==> src/design/ffra_pkg.sv <==
// Shared types and constants for the first-fit rectangle allocator.
package ffra_pkg;

  localparam int unsigned MAX_RECTS_DEF = 64;
  localparam int unsigned MAX_SIDE_DEF  = 4096;

  // Widths fixed by the port fields
  localparam int unsigned SIDE_W  = 13;
  localparam int unsigned CORN_W  = 12;
  localparam int unsigned STAT_W  = 3;
  localparam int unsigned USED_W  = 7;
  // Internal coordinate width: holds the sum of two sides
  localparam int unsigned CRD_W   = SIDE_W + 2;

  localparam logic [11:0] ATLAS_RESET = 12'd512;

  // Configuration register indexes
  localparam logic REG_ATLAS_WIDTH  = 1'b0;
  localparam logic REG_ATLAS_HEIGHT = 1'b1;

  typedef enum logic {
    ACT_PLACE  = 1'b0,
    ACT_REMOVE = 1'b1
  } action_t;

  typedef enum logic [STAT_W-1:0] {
    ST_PLACED   = 3'd0,
    ST_NO_ROOM  = 3'd1,
    ST_REMOVED  = 3'd2,
    ST_NOT_FOUND = 3'd3,
    ST_FULL     = 3'd4
  } status_t;

  typedef enum logic [3:0] {
    S_IDLE,
    S_ROW,
    S_CAND,
    S_RD,
    S_CHK,
    S_FOUND,
    S_DEL_RD,
    S_DEL_CHK,
    S_SH_RD,
    S_SH_WR,
    S_DONE
  } fsm_t;

  // One table entry
  typedef struct packed {
    logic [CORN_W-1:0] left;
    logic [CORN_W-1:0] top;
    logic [SIDE_W-1:0] wide;
    logic [SIDE_W-1:0] tall;
  } entry_t;

endpackage

==> src/design/ffra_ifs.sv <==
// Request, response and configuration channel interfaces.
interface ffra_req_if;
  logic                        valid;
  logic                        ready;
  logic                        action;
  logic [ffra_pkg::SIDE_W-1:0] rect_width;
  logic [ffra_pkg::SIDE_W-1:0] rect_height;
  logic [ffra_pkg::CORN_W-1:0] corner_x;
  logic [ffra_pkg::CORN_W-1:0] corner_y;
  modport source (output valid, action, rect_width, rect_height, corner_x, corner_y,
                  input ready);
  modport sink (input valid, action, rect_width, rect_height, corner_x, corner_y,
                output ready);
endinterface

interface ffra_rsp_if;
  logic                        valid;
  logic                        ready;
  logic [ffra_pkg::STAT_W-1:0] status;
  logic [ffra_pkg::CORN_W-1:0] out_x;
  logic [ffra_pkg::CORN_W-1:0] out_y;
  logic [ffra_pkg::USED_W-1:0] entries_used;
  modport source (output valid, status, out_x, out_y, entries_used, input ready);
  modport sink (input valid, status, out_x, out_y, entries_used, output ready);
endinterface

interface ffra_cfg_if;
  logic                        valid;
  logic                        ready;
  logic                        reg_index;
  logic [ffra_pkg::SIDE_W-1:0] wr_data;
  modport source (output valid, reg_index, wr_data, input ready);
  modport sink (input valid, reg_index, wr_data, output ready);
endinterface

==> src/design/ffra_table.sv <==
// Rectangle table: single-port-write, registered-read memory.
module ffra_table #(
  parameter int unsigned MAX_RECTS = ffra_pkg::MAX_RECTS_DEF,
  localparam int unsigned IW = $clog2(MAX_RECTS)
) (
  input  logic                 clk,
  input  logic                 rd_en,
  input  logic [IW-1:0]        rd_addr,
  output ffra_pkg::entry_t     rd_data,
  input  logic                 wr_en,
  input  logic [IW-1:0]        wr_addr,
  input  ffra_pkg::entry_t     wr_data
);

  ffra_pkg::entry_t mem [MAX_RECTS];

  // write port
  always_ff @(posedge clk) begin
    if (wr_en) begin
      mem[wr_addr] <= wr_data;
    end
  end

  // read port, registered output
  always_ff @(posedge clk) begin
    if (rd_en) begin
      rd_data <= mem[rd_addr];
    end
  end

endmodule

==> src/design/ffra_ctrl.sv <==
// Search and remove sequencer with result register.
module ffra_ctrl #(
  parameter int unsigned MAX_RECTS = ffra_pkg::MAX_RECTS_DEF,
  localparam int unsigned IW = $clog2(MAX_RECTS),
  localparam int unsigned CW = $clog2(MAX_RECTS + 1)
) (
  input  logic                        clk,
  input  logic                        rst,
  input  logic [ffra_pkg::SIDE_W-1:0] aw,
  input  logic [ffra_pkg::SIDE_W-1:0] ah,
  ffra_req_if.sink                    req,
  ffra_rsp_if.source                  rsp,
  output logic                        rd_en,
  output logic [IW-1:0]               rd_addr,
  input  ffra_pkg::entry_t            rd_data,
  output logic                        wr_en,
  output logic [IW-1:0]               wr_addr,
  output ffra_pkg::entry_t            wr_data
);

  localparam int unsigned D = ffra_pkg::CRD_W;

  ffra_pkg::fsm_t state, state_next;

  logic [ffra_pkg::SIDE_W-1:0] w, h;
  logic [ffra_pkg::CORN_W-1:0] cx, cy;
  logic [D-1:0]                x, y, row_next;
  logic [IW-1:0]               idx;
  logic [CW-1:0]               count;
  ffra_pkg::status_t           st;
  logic [ffra_pkg::CORN_W-1:0] px, py;

  logic                        res_valid;
  ffra_pkg::status_t           res_status;
  logic [ffra_pkg::CORN_W-1:0] res_x, res_y;
  logic [ffra_pkg::USED_W-1:0] res_used;

  logic         in_fire, out_free;
  logic [CW-1:0] idx_p1, idx_p2;
  logic [D-1:0] e_left, e_top, e_right, e_bottom;
  logic         hit, match, full, row_fail, cand_fail;

  assign in_fire  = req.valid && req.ready;
  assign out_free = !res_valid || rsp.ready;
  assign idx_p1   = CW'(idx) + CW'(1);
  assign idx_p2   = CW'(idx) + CW'(2);
  assign full     = (count == CW'(MAX_RECTS));

  // candidate test against the entry just read
  assign e_left   = D'(rd_data.left);
  assign e_top    = D'(rd_data.top);
  assign e_right  = e_left + D'(rd_data.wide);
  assign e_bottom = e_top + D'(rd_data.tall);
  assign hit = (x < e_right) && (e_left < x + D'(w)) &&
               (y < e_bottom) && (e_top < y + D'(h));
  assign match     = (rd_data.left == cx) && (rd_data.top == cy);
  assign row_fail  = (y + D'(h)) > D'(ah);
  assign cand_fail = (x + D'(w)) > D'(aw);

  // next state
  always_comb begin
    state_next = state;
    unique case (state)
      ffra_pkg::S_IDLE: begin
        if (in_fire) begin
          if (req.action == ffra_pkg::ACT_REMOVE) begin
            state_next = (count == '0) ? ffra_pkg::S_DONE : ffra_pkg::S_DEL_RD;
          end else if (full || req.rect_width == '0 || req.rect_height == '0) begin
            state_next = ffra_pkg::S_DONE;
          end else begin
            state_next = ffra_pkg::S_ROW;
          end
        end
      end
      ffra_pkg::S_ROW:   state_next = row_fail ? ffra_pkg::S_DONE : ffra_pkg::S_CAND;
      ffra_pkg::S_CAND: begin
        if (cand_fail) begin
          state_next = ffra_pkg::S_ROW;
        end else if (count == '0) begin
          state_next = ffra_pkg::S_FOUND;
        end else begin
          state_next = ffra_pkg::S_RD;
        end
      end
      ffra_pkg::S_RD:    state_next = ffra_pkg::S_CHK;
      ffra_pkg::S_CHK: begin
        if (hit) begin
          state_next = ffra_pkg::S_CAND;
        end else if (idx_p1 == count) begin
          state_next = ffra_pkg::S_FOUND;
        end else begin
          state_next = ffra_pkg::S_RD;
        end
      end
      ffra_pkg::S_FOUND: state_next = ffra_pkg::S_DONE;
      ffra_pkg::S_DEL_RD: state_next = ffra_pkg::S_DEL_CHK;
      ffra_pkg::S_DEL_CHK: begin
        if (match) begin
          state_next = (idx_p1 == count) ? ffra_pkg::S_DONE : ffra_pkg::S_SH_RD;
        end else begin
          state_next = (idx_p1 == count) ? ffra_pkg::S_DONE : ffra_pkg::S_DEL_RD;
        end
      end
      ffra_pkg::S_SH_RD: state_next = ffra_pkg::S_SH_WR;
      ffra_pkg::S_SH_WR: state_next = (idx_p2 == count) ? ffra_pkg::S_DONE : ffra_pkg::S_SH_RD;
      ffra_pkg::S_DONE:  state_next = out_free ? ffra_pkg::S_IDLE : ffra_pkg::S_DONE;
      default:           state_next = ffra_pkg::S_IDLE;
    endcase
  end

  // memory controls
  always_comb begin
    rd_en   = 1'b0;
    rd_addr = idx;
    wr_en   = 1'b0;
    wr_addr = idx;
    wr_data = rd_data;
    unique case (state)
      ffra_pkg::S_RD, ffra_pkg::S_DEL_RD: rd_en = 1'b1;
      ffra_pkg::S_SH_RD: begin
        rd_en   = 1'b1;
        rd_addr = IW'(idx_p1);
      end
      ffra_pkg::S_SH_WR: wr_en = 1'b1;
      ffra_pkg::S_FOUND: begin
        wr_en   = 1'b1;
        wr_addr = IW'(count);
        wr_data = '{left: ffra_pkg::CORN_W'(x), top: ffra_pkg::CORN_W'(y), wide: w, tall: h};
      end
      default: ;
    endcase
  end

  always_ff @(posedge clk) begin
    if (rst) begin
      state <= ffra_pkg::S_IDLE;
    end else begin
      state <= state_next;
    end
  end

  // entry count
  always_ff @(posedge clk) begin
    if (rst) begin
      count <= '0;
    end else if (state == ffra_pkg::S_FOUND) begin
      count <= count + CW'(1);
    end else if ((state == ffra_pkg::S_DEL_CHK && match && idx_p1 == count) ||
                 (state == ffra_pkg::S_SH_WR && idx_p2 == count)) begin
      count <= count - CW'(1);
    end
  end

  // working registers
  always_ff @(posedge clk) begin
    unique case (state)
      ffra_pkg::S_IDLE: begin
        w   <= req.rect_width;
        h   <= req.rect_height;
        cx  <= req.corner_x;
        cy  <= req.corner_y;
        y   <= '0;
        idx <= '0;
        px  <= '0;
        py  <= '0;
        if (req.action == ffra_pkg::ACT_REMOVE) begin
          st <= ffra_pkg::ST_NOT_FOUND;
        end else if (full) begin
          st <= ffra_pkg::ST_FULL;
        end else begin
          st <= ffra_pkg::ST_NO_ROOM;
        end
      end
      ffra_pkg::S_ROW: begin
        row_next <= D'(ah);
        x        <= '0;
      end
      ffra_pkg::S_CAND: begin
        idx <= '0;
        if (cand_fail) begin
          y <= row_next;
        end
      end
      ffra_pkg::S_CHK: begin
        if (hit) begin
          x <= e_right;
          if (e_bottom < row_next) begin
            row_next <= e_bottom;
          end
        end else begin
          idx <= IW'(idx_p1);
        end
      end
      ffra_pkg::S_FOUND: begin
        st <= ffra_pkg::ST_PLACED;
        px <= ffra_pkg::CORN_W'(x);
        py <= ffra_pkg::CORN_W'(y);
      end
      ffra_pkg::S_DEL_CHK: begin
        if (match) begin
          st <= ffra_pkg::ST_REMOVED;
        end else begin
          idx <= IW'(idx_p1);
        end
      end
      ffra_pkg::S_SH_WR: idx <= IW'(idx_p1);
      default: ;
    endcase
  end

  // result register
  always_ff @(posedge clk) begin
    if (rst) begin
      res_valid <= 1'b0;
    end else if (state == ffra_pkg::S_DONE && out_free) begin
      res_valid <= 1'b1;
    end else if (rsp.ready) begin
      res_valid <= 1'b0;
    end
  end

  // payload is frozen with the beat; the count may move on under the next request
  always_ff @(posedge clk) begin
    if (state == ffra_pkg::S_DONE && out_free) begin
      res_status <= st;
      res_x      <= px;
      res_y      <= py;
      res_used   <= ffra_pkg::USED_W'(count);
    end
  end

  assign req.ready        = (state == ffra_pkg::S_IDLE);
  assign rsp.valid        = res_valid;
  assign rsp.status       = res_status;
  assign rsp.out_x        = res_x;
  assign rsp.out_y        = res_y;
  assign rsp.entries_used = res_used;

`ifndef SYNTHESIS
  a_count_max: assert property (@(posedge clk) disable iff (rst)
    count <= CW'(MAX_RECTS)) else $error("entry count above table size");
  a_place_inc: assert property (@(posedge clk) disable iff (rst)
    state == ffra_pkg::S_FOUND |=> count == $past(count) + CW'(1))
    else $error("placement did not grow the table");
  a_shift_rng: assert property (@(posedge clk) disable iff (rst)
    state == ffra_pkg::S_SH_WR |-> idx_p1 < count)
    else $error("shift past the last entry");
  a_place_full: assert property (@(posedge clk) disable iff (rst)
    state == ffra_pkg::S_FOUND |-> !full) else $error("write into full table");
`endif

endmodule

==> src/design/first_fit_rectangle_allocator.sv <==
// First-fit rectangle allocator top level: configuration, table and sequencer.
//
//  channel  dir   payload                                         beat when
//  req      in    action, rect_width, rect_height, corner_x/y     valid & ready
//  rsp      out   status, out_x, out_y, entries_used              valid & ready
//  cfg      in    reg_index, wr_data                              valid & ready
//
// One request at a time. Each table entry tested is read, then checked against
// the memory's registered output; a place scans the entries for each candidate
// tested, plus row and candidate steps, and a remove reads and checks each entry
// scanned, then reads and writes each entry shifted down. Reset is synchronous
// and empties the table at once; the result register lets a new request start
// while a result waits.
module first_fit_rectangle_allocator #(
  parameter int unsigned MAX_RECTS = ffra_pkg::MAX_RECTS_DEF,
  parameter int unsigned MAX_SIDE  = ffra_pkg::MAX_SIDE_DEF
) (
  input logic        clk,
  input logic        rst,
  ffra_req_if.sink   req,
  ffra_rsp_if.source rsp,
  ffra_cfg_if.sink   cfg
);

  localparam int unsigned IW = $clog2(MAX_RECTS);

  logic [ffra_pkg::SIDE_W-1:0] atlas_width, atlas_height;
  logic [ffra_pkg::SIDE_W-1:0] aw, ah;

  logic             rd_en, wr_en;
  logic [IW-1:0]    rd_addr, wr_addr;
  ffra_pkg::entry_t rd_data, wr_data;

  // configuration registers
  assign cfg.ready = 1'b1;
  always_ff @(posedge clk) begin
    if (rst) begin
      atlas_width  <= ffra_pkg::SIDE_W'(ffra_pkg::ATLAS_RESET);
      atlas_height <= ffra_pkg::SIDE_W'(ffra_pkg::ATLAS_RESET);
    end else if (cfg.valid) begin
      if (cfg.reg_index == ffra_pkg::REG_ATLAS_WIDTH) begin
        atlas_width <= cfg.wr_data;
      end else begin
        atlas_height <= cfg.wr_data;
      end
    end
  end

  // clamp atlas to the largest supported side
  assign aw = (32'(atlas_width) > 32'(MAX_SIDE)) ? ffra_pkg::SIDE_W'(MAX_SIDE) : atlas_width;
  assign ah = (32'(atlas_height) > 32'(MAX_SIDE)) ? ffra_pkg::SIDE_W'(MAX_SIDE) : atlas_height;

  ffra_table #(.MAX_RECTS(MAX_RECTS)) u_table (
    .clk     (clk),
    .rd_en   (rd_en),
    .rd_addr (rd_addr),
    .rd_data (rd_data),
    .wr_en   (wr_en),
    .wr_addr (wr_addr),
    .wr_data (wr_data)
  );

  ffra_ctrl #(.MAX_RECTS(MAX_RECTS)) u_ctrl (
    .clk     (clk),
    .rst     (rst),
    .aw      (aw),
    .ah      (ah),
    .req     (req),
    .rsp     (rsp),
    .rd_en   (rd_en),
    .rd_addr (rd_addr),
    .rd_data (rd_data),
    .wr_en   (wr_en),
    .wr_addr (wr_addr),
    .wr_data (wr_data)
  );

endmodule

==> src/flat_wrapper.sv <==
// flat-port wrapper written by rule: the top's interface ports become plain ports
module first_fit_rectangle_allocator_flat 
#(
  parameter int unsigned MAX_RECTS = ffra_pkg::MAX_RECTS_DEF,
  parameter int unsigned MAX_SIDE  = ffra_pkg::MAX_SIDE_DEF
)
  (clk, rst, req_valid, req_action, req_rect_width, req_rect_height, req_corner_x, req_corner_y, req_ready, rsp_valid, rsp_status, rsp_out_x, rsp_out_y, rsp_entries_used, rsp_ready, cfg_valid, cfg_reg_index, cfg_wr_data, cfg_ready);
  ffra_req_if req_i ();
  ffra_rsp_if rsp_i ();
  ffra_cfg_if cfg_i ();
  input logic clk;
  input logic rst;
  input wire logic [$bits(req_i.valid)-1:0] req_valid;
  input wire logic [$bits(req_i.action)-1:0] req_action;
  input wire logic [$bits(req_i.rect_width)-1:0] req_rect_width;
  input wire logic [$bits(req_i.rect_height)-1:0] req_rect_height;
  input wire logic [$bits(req_i.corner_x)-1:0] req_corner_x;
  input wire logic [$bits(req_i.corner_y)-1:0] req_corner_y;
  output wire logic [$bits(req_i.ready)-1:0] req_ready;
  output wire logic [$bits(rsp_i.valid)-1:0] rsp_valid;
  output wire logic [$bits(rsp_i.status)-1:0] rsp_status;
  output wire logic [$bits(rsp_i.out_x)-1:0] rsp_out_x;
  output wire logic [$bits(rsp_i.out_y)-1:0] rsp_out_y;
  output wire logic [$bits(rsp_i.entries_used)-1:0] rsp_entries_used;
  input wire logic [$bits(rsp_i.ready)-1:0] rsp_ready;
  input wire logic [$bits(cfg_i.valid)-1:0] cfg_valid;
  input wire logic [$bits(cfg_i.reg_index)-1:0] cfg_reg_index;
  input wire logic [$bits(cfg_i.wr_data)-1:0] cfg_wr_data;
  output wire logic [$bits(cfg_i.ready)-1:0] cfg_ready;
  assign req_i.valid = req_valid;
  assign req_i.action = req_action;
  assign req_i.rect_width = req_rect_width;
  assign req_i.rect_height = req_rect_height;
  assign req_i.corner_x = req_corner_x;
  assign req_i.corner_y = req_corner_y;
  assign req_ready = req_i.ready;
  assign rsp_valid = rsp_i.valid;
  assign rsp_status = rsp_i.status;
  assign rsp_out_x = rsp_i.out_x;
  assign rsp_out_y = rsp_i.out_y;
  assign rsp_entries_used = rsp_i.entries_used;
  assign rsp_i.ready = rsp_ready;
  assign cfg_i.valid = cfg_valid;
  assign cfg_i.reg_index = cfg_reg_index;
  assign cfg_i.wr_data = cfg_wr_data;
  assign cfg_ready = cfg_i.ready;
  first_fit_rectangle_allocator #(.MAX_RECTS(MAX_RECTS), .MAX_SIDE(MAX_SIDE)) u_core (.clk(clk), .rst(rst), .req(req_i), .rsp(rsp_i), .cfg(cfg_i));
endmodule
==> config.mk <==
export PLATFORM = sky130hd
export DESIGN_NAME = first_fit_rectangle_allocator_flat
export DESIGN_NICKNAME = d
export VERILOG_FILES = /design/src/design/ffra_pkg.sv /design/src/design/ffra_ifs.sv /design/src/design/ffra_table.sv /design/src/design/ffra_ctrl.sv /design/src/design/first_fit_rectangle_allocator.sv /design/src/flat_wrapper.sv
export SDC_FILE = /design/constraint.sdc
export NUM_CORES = 2
export LEC_CHECK = 0
export BUFFER_PORTS_ARGS = -buffer_cell sky130_fd_sc_hd__buf_2
export CORE_UTILIZATION = 55
export CTS_CLUSTER_DIAMETER = 40
export CTS_CLUSTER_SIZE = 25
export DETAILED_ROUTE_END_ITERATION = 12
export PLACE_DENSITY = 0.76
export SYNTH_ARGS = -nofsm -noshare
export SYNTH_HDL_FRONTEND = slang
export SYNTH_HIERARCHICAL = 1
export SYNTH_SLANG_ARGS = --single-unit
==> constraint.sdc <==
create_clock -name clk -period 7.35 [get_ports clk]
set_clock_uncertainty 0.1 [all_clocks]
set_input_delay 0.735 -clock clk [delete_from_list [all_inputs] [get_ports clk]]
set_output_delay 0.735 -clock clk [all_outputs]
set_load 0.05 [all_outputs]
==> flow_summary.json <==
{
  "ctsRootBufferMaster": "sky130_fd_sc_hd__clkbuf_16",
  "post-synth-top-count-cell": "sky130_fd_sc_hd__edfxtp_1",
  "cp.arrival_ps": 6310,
  "timing.critical_path.from_type": "flop",
  "final-max-slew-violation-count": 0,
  "finalSetupTns_ps": 0,
  "fin_crit_sh_pct": 79.7,
  "clock_sink_count": 3447,
  "min_path_type": "in -> reg",
  "synth_compound_area_share_pct": 3.63,
  "syn_area_per_cell_um2": 20.1,
  "cpPeakStageDelay_ps": 1020,
  "die_w_um": 500,
  "clkSlewWorstSetupHoldPaths_ps": 60,
  "drt-wirelength-per-cell_um": 35.0,
  "grt_start_max_net_pins": 111,
  "critPathKind": "reg -> reg",
  "drt-total-wl_um": 381000,
  "synth.lib_cells_used.distinct": 79,
  "worstSetupEndpointType": "flop",
  "result_of_the_run": "finished clean",
  "route.vias.total": 74000,
  "postSynth.topFlopCell": "sky130_fd_sc_hd__edfxtp_1",
  "io_pins": 107,
  "pwr-share-clk_pct": 30.1,
  "core_area_um2": 246000,
  "syn-num-nets": 7006,
  "initial_core_util_pct": 55.4,
  "yosys_warnings": 6,
  "synthXorXnorAreaFrac_pct": 0.627,
  "critical-path-top-cell-by-count": "sky130_fd_sc_hd__a21oi_1",
  "place.detailed.instances": 10100,
  "ys_seq_area_share_pct": 75.5,
  "max-slew-margin-rel_pct": 6.95,
  "fraction_of_the_mapped_netlist_area_in_simple_logic_gates_pct": 3.22,
  "rsz0062_at_grt": "false",
  "ff2ff_path_depth": 17,
  "ys_top_cells_by_count": "sky130_fd_sc_hd__edfxtp_1 (3409), sky130_fd_sc_hd__mux4_2 (690), sky130_fd_sc_hd__nand2_1 (261), sky130_fd_sc_hd__mux2i_1 (260), sky130_fd_sc_hd__nor2_1 (200)",
  "path_buf_inv": 0,
  "synth_top_area_cell": "sky130_fd_sc_hd__edfxtp_1",
  "power_switching_mw": 22.9,
  "drt-pass1-iter-count": 8,
  "crit_fanout": 14,
  "port_buffers": 105,
  "crit_path_top_delay_cell": "sky130_fd_sc_hd__o21ai_1",
  "setup_violations": 0,
  "synth_top_family_by_area": "multiplexers",
  "cell_family_with_most_cp_delay": "compound AO/OA/AOI/OAI gates",
  "design.die.area_um2": 250000,
  "power.ir.vdd_worst_mv": 0.439,
  "final_critical_period_ps": 5860,
  "path_length_in_cells_of_the_critical_path": 17,
  "ranking_of_synthesized_cells_by_area": "sky130_fd_sc_hd__edfxtp_1 (75%), sky130_fd_sc_hd__mux4_2 (11%), sky130_fd_sc_hd__mux2i_1 (1.9%), sky130_fd_sc_hd__ha_1 (1.3%), sky130_fd_sc_hd__nand2_1 (0.72%)",
  "critical_path_required_ps": 7810,
  "synthesis.instances": 6789,
  "antenna_violating_nets_post_route": 0,
  "cts-buffers-inserted": 399,
  "whs_ps": 83.2,
  "yosys-mux-area-fraction_pct": 14.0,
  "ctsLongestPathBuffers": 4,
  "power.density_nw_per_um2": 431,
  "min_path_cells": 3,
  "dr.first_iter.drc_count": 12100,
  "std_cell_rows": 182,
  "layout-area-overhead-vs-synth_pct": 14.7,
  "die-height_um": 500,
  "synth_async_sr_flop_share_pct": 0,
  "sum_of_overflow_across_all_layers_after_global_routing": 0,
  "cap_violations": 0,
  "hold_viol": 0,
  "timing.critical_path.cells": "ha_1 > a21oi_1 > o22ai_1 > nor3_1 > o31ai_1 > a21oi_1 > nor2b_1 > o21ai_0 > ha_1 > a211oi_1 > nand2_1 > nor3_1 > a21oi_1 > a211o_1 > a221oi_1 > o211ai_4 > o21ai_1",
  "synth_largest_type_area_fraction_pct": 75.0,
  "static-leakage-power_nw": 49.8,
  "global_route_wire_length_before_repair_um": 537000,
  "netSwitchingFraction_pct": 34.0,
  "ys_seq_elements": 3447,
  "post_synth_fa_ha_maj_area_fraction_pct": 1.38,
  "power.internal_mw": 44.6,
  "detailed_place_hpwl_um": 211000,
  "post_layout_nonfiller_instances": 10900,
  "mappedNetlistArea_um2": 137000,
  "vias_per_cell": 6.81,
  "via_count_of_the_first_global_routing_pass": 74400,
  "share_comb_of_total_power_pct": 32.6,
  "share_seq_of_total_power_pct": 37.3,
  "tritoncts": "built",
  "clock_h_tree_levels": 5,
  "drive_above_1_share_pct": 25.7,
  "grt_antenna_before_repair": 24,
  "synth_edf_count": 3409,
  "worst-slew-pin-transition_ps": 1400,
  "highest_clock_frequency_the_design_can_meet_ghz": 0.171,
  "layout.nets": 7445,
  "gp_routability_congestion": 0.917,
  "globalRouteTotalUtil_pct": 30.4,
  "drc": 0,
  "clock_latency_late_sink_ps": 990
}
## cell type report
class	count	area, µm²
Sequential cell	3447	103000
Clock inverter	297	3380
Multi-Input combinational cell	2885	32000
Tap cell	3312	4140
Inverter	96	360
Fill cell	15700	89700
Clock buffer	429	10300
Timing Repair Buffer	399	3370
Antenna cell	5	12.5
## logic make-up after synthesis
kind of cell    count (synthesis)
compound gates                695
fa+ha+maj                     148
mux                          1036
flops                        3447
other cells                     1
buf+inv                       457
xor+xnor                       96
simple gates                  909
## worst register-to-register path, cell delays in order, from the launching register on
cell                       delay (ps)
sky130_fd_sc_hd__edfxtp_1         480
sky130_fd_sc_hd__ha_1             380
sky130_fd_sc_hd__a21oi_1          210
sky130_fd_sc_hd__o22ai_1          170
sky130_fd_sc_hd__nor3_1           320
sky130_fd_sc_hd__o31ai_1          140
sky130_fd_sc_hd__a21oi_1          250
sky130_fd_sc_hd__nor2b_1           70
sky130_fd_sc_hd__o21ai_0          350
sky130_fd_sc_hd__ha_1             340
sky130_fd_sc_hd__a211oi_1         250
sky130_fd_sc_hd__nand2_1          120
sky130_fd_sc_hd__nor3_1           200
sky130_fd_sc_hd__a21oi_1          110
sky130_fd_sc_hd__a211o_1          280
sky130_fd_sc_hd__a221oi_1         430
sky130_fd_sc_hd__o211ai_4         220
sky130_fd_sc_hd__o21ai_1         1020
## sequential cells by signal, indices dropped and copies added (netlist names), 13 cells and up
name / count
u_core/u_table/mem: 3200
u_core/u_table/rd_data: 50
u_core/u_ctrl/row_next: 14
u_core/u_ctrl/x: 14
u_core/u_ctrl/y: 14
u_core/atlas_height: 13
u_core/atlas_width: 13
u_core/u_ctrl/h: 13
u_core/u_ctrl/w: 13
## path summary, 6_finish.rpt
kind | from | endpoint | slack, ps
setup / recovery | u_core/u_table/rd_data[29]$_DFFE_PP_ | u_core/u_ctrl/x[9]$_SDFFCE_PP0P_ | 1490
hold / removal | cfg_reg_index | u_core/atlas_height[9]$_SDFFE_PP1P_ | 80
setup reg to reg | u_core/u_table/rd_data[29]$_DFFE_PP_ | u_core/u_ctrl/x[9]$_SDFFCE_PP0P_ | 1490
hold reg to reg | u_core/u_ctrl/py[4]$_SDFFCE_PN0P_ | u_core/u_ctrl/rsp.out_y[4]$_DFFE_PP_ | 320
## placed cells by master, fill, tap and decap left out, types with 22 or more instances in the layout
master and count:
sky130_fd_sc_hd__a211oi_1 43, sky130_fd_sc_hd__xnor2_1 69, sky130_fd_sc_hd__and2_1 30, sky130_fd_sc_hd__clkinv_8 29, sky130_fd_sc_hd__xor2_1 22, sky130_fd_sc_hd__o221ai_1 55, sky130_fd_sc_hd__clkbuf_16 408, sky130_fd_sc_hd__a22oi_1 81
sky130_fd_sc_hd__mux2_2 69, sky130_fd_sc_hd__inv_1 92, sky130_fd_sc_hd__nand2_2 27, sky130_fd_sc_hd__nor2_4 65, sky130_fd_sc_hd__inv_6 74, sky130_fd_sc_hd__edfxtp_1 3409, sky130_fd_sc_hd__buf_12 38, sky130_fd_sc_hd__a21oi_1 96
sky130_fd_sc_hd__nor3_1 25, sky130_fd_sc_hd__clkinvlp_4 32, sky130_fd_sc_hd__nand2b_1 49, sky130_fd_sc_hd__mux4_2 690, sky130_fd_sc_hd__clkinv_1 22, sky130_fd_sc_hd__nand2_1 233, sky130_fd_sc_hd__clkinv_4 41, sky130_fd_sc_hd__a21o_1 25
sky130_fd_sc_hd__nand4_1 85, sky130_fd_sc_hd__o21ai_0 48, sky130_fd_sc_hd__buf_2 105, sky130_fd_sc_hd__inv_8 36, sky130_fd_sc_hd__mux2i_1 260, sky130_fd_sc_hd__ha_1 142, sky130_fd_sc_hd__clkinv_2 28, sky130_fd_sc_hd__dfxtp_1 38
sky130_fd_sc_hd__nor2_1 134, sky130_fd_sc_hd__buf_4 191, sky130_fd_sc_hd__o22ai_1 131, sky130_fd_sc_hd__nor2b_1 58, sky130_fd_sc_hd__dlygate4sd3_1 65, sky130_fd_sc_hd__nand3_1 123, sky130_fd_sc_hd__a221o_1 36, sky130_fd_sc_hd__bufinv_16 31
## layer usage
metal / vias up / share of wire (%) / wire length [µm] / track usage [%]
met1: 38000 / 35 / 133000 / 40.6
met4: 12 / 4.8 / 18300 / 13.7
met2: 5865 / 47 / 179000 / 47.3
met5: - / 0.022 / 85 / 0
met3: 1055 / 13 / 49900 / 7.78
li1: 29100 / - / - / -
## through the flow
stage	instance area [µm²]	setup slack [ps]	power, mW	utilization [%]
2_1_floorplan	137000	1370	40.0	-
5_1_grt	157000	1060	69.5	63.6
6_report	157000	1490	67.5	63.6
3_3_place_gp	142000	1730	46.5	57.8
3_5_place_dp	142000	1640	46.9	57.8
4_1_cts	157000	1550	67.3	63.6
## timing repair
action / 4_1_cts / 5_1_grt
setup endpoints to repair: 0 / 0
setup buffers: 0 / 0
resized for setup: 0 / 0
hold buffers: 65 / 0
hold endpoints to repair: 76 / 0
## power by group through the flow
| stage | Sequential (mW) | Clock [mW] | Combinational (mW) |
|---|---|---|---|
| floorplan | 25.3 | 0 | 14.8 |
| global placement | 25.5 | 0 | 21.0 |
| detailed placement | 25.6 | 0 | 21.3 |
| CTS | 25.2 | 20.4 | 21.7 |
| global route | 25.2 | 21.2 | 23.1 |
| finish | 25.2 | 20.3 | 22.0 |
(Power assumes the default switching activity.)
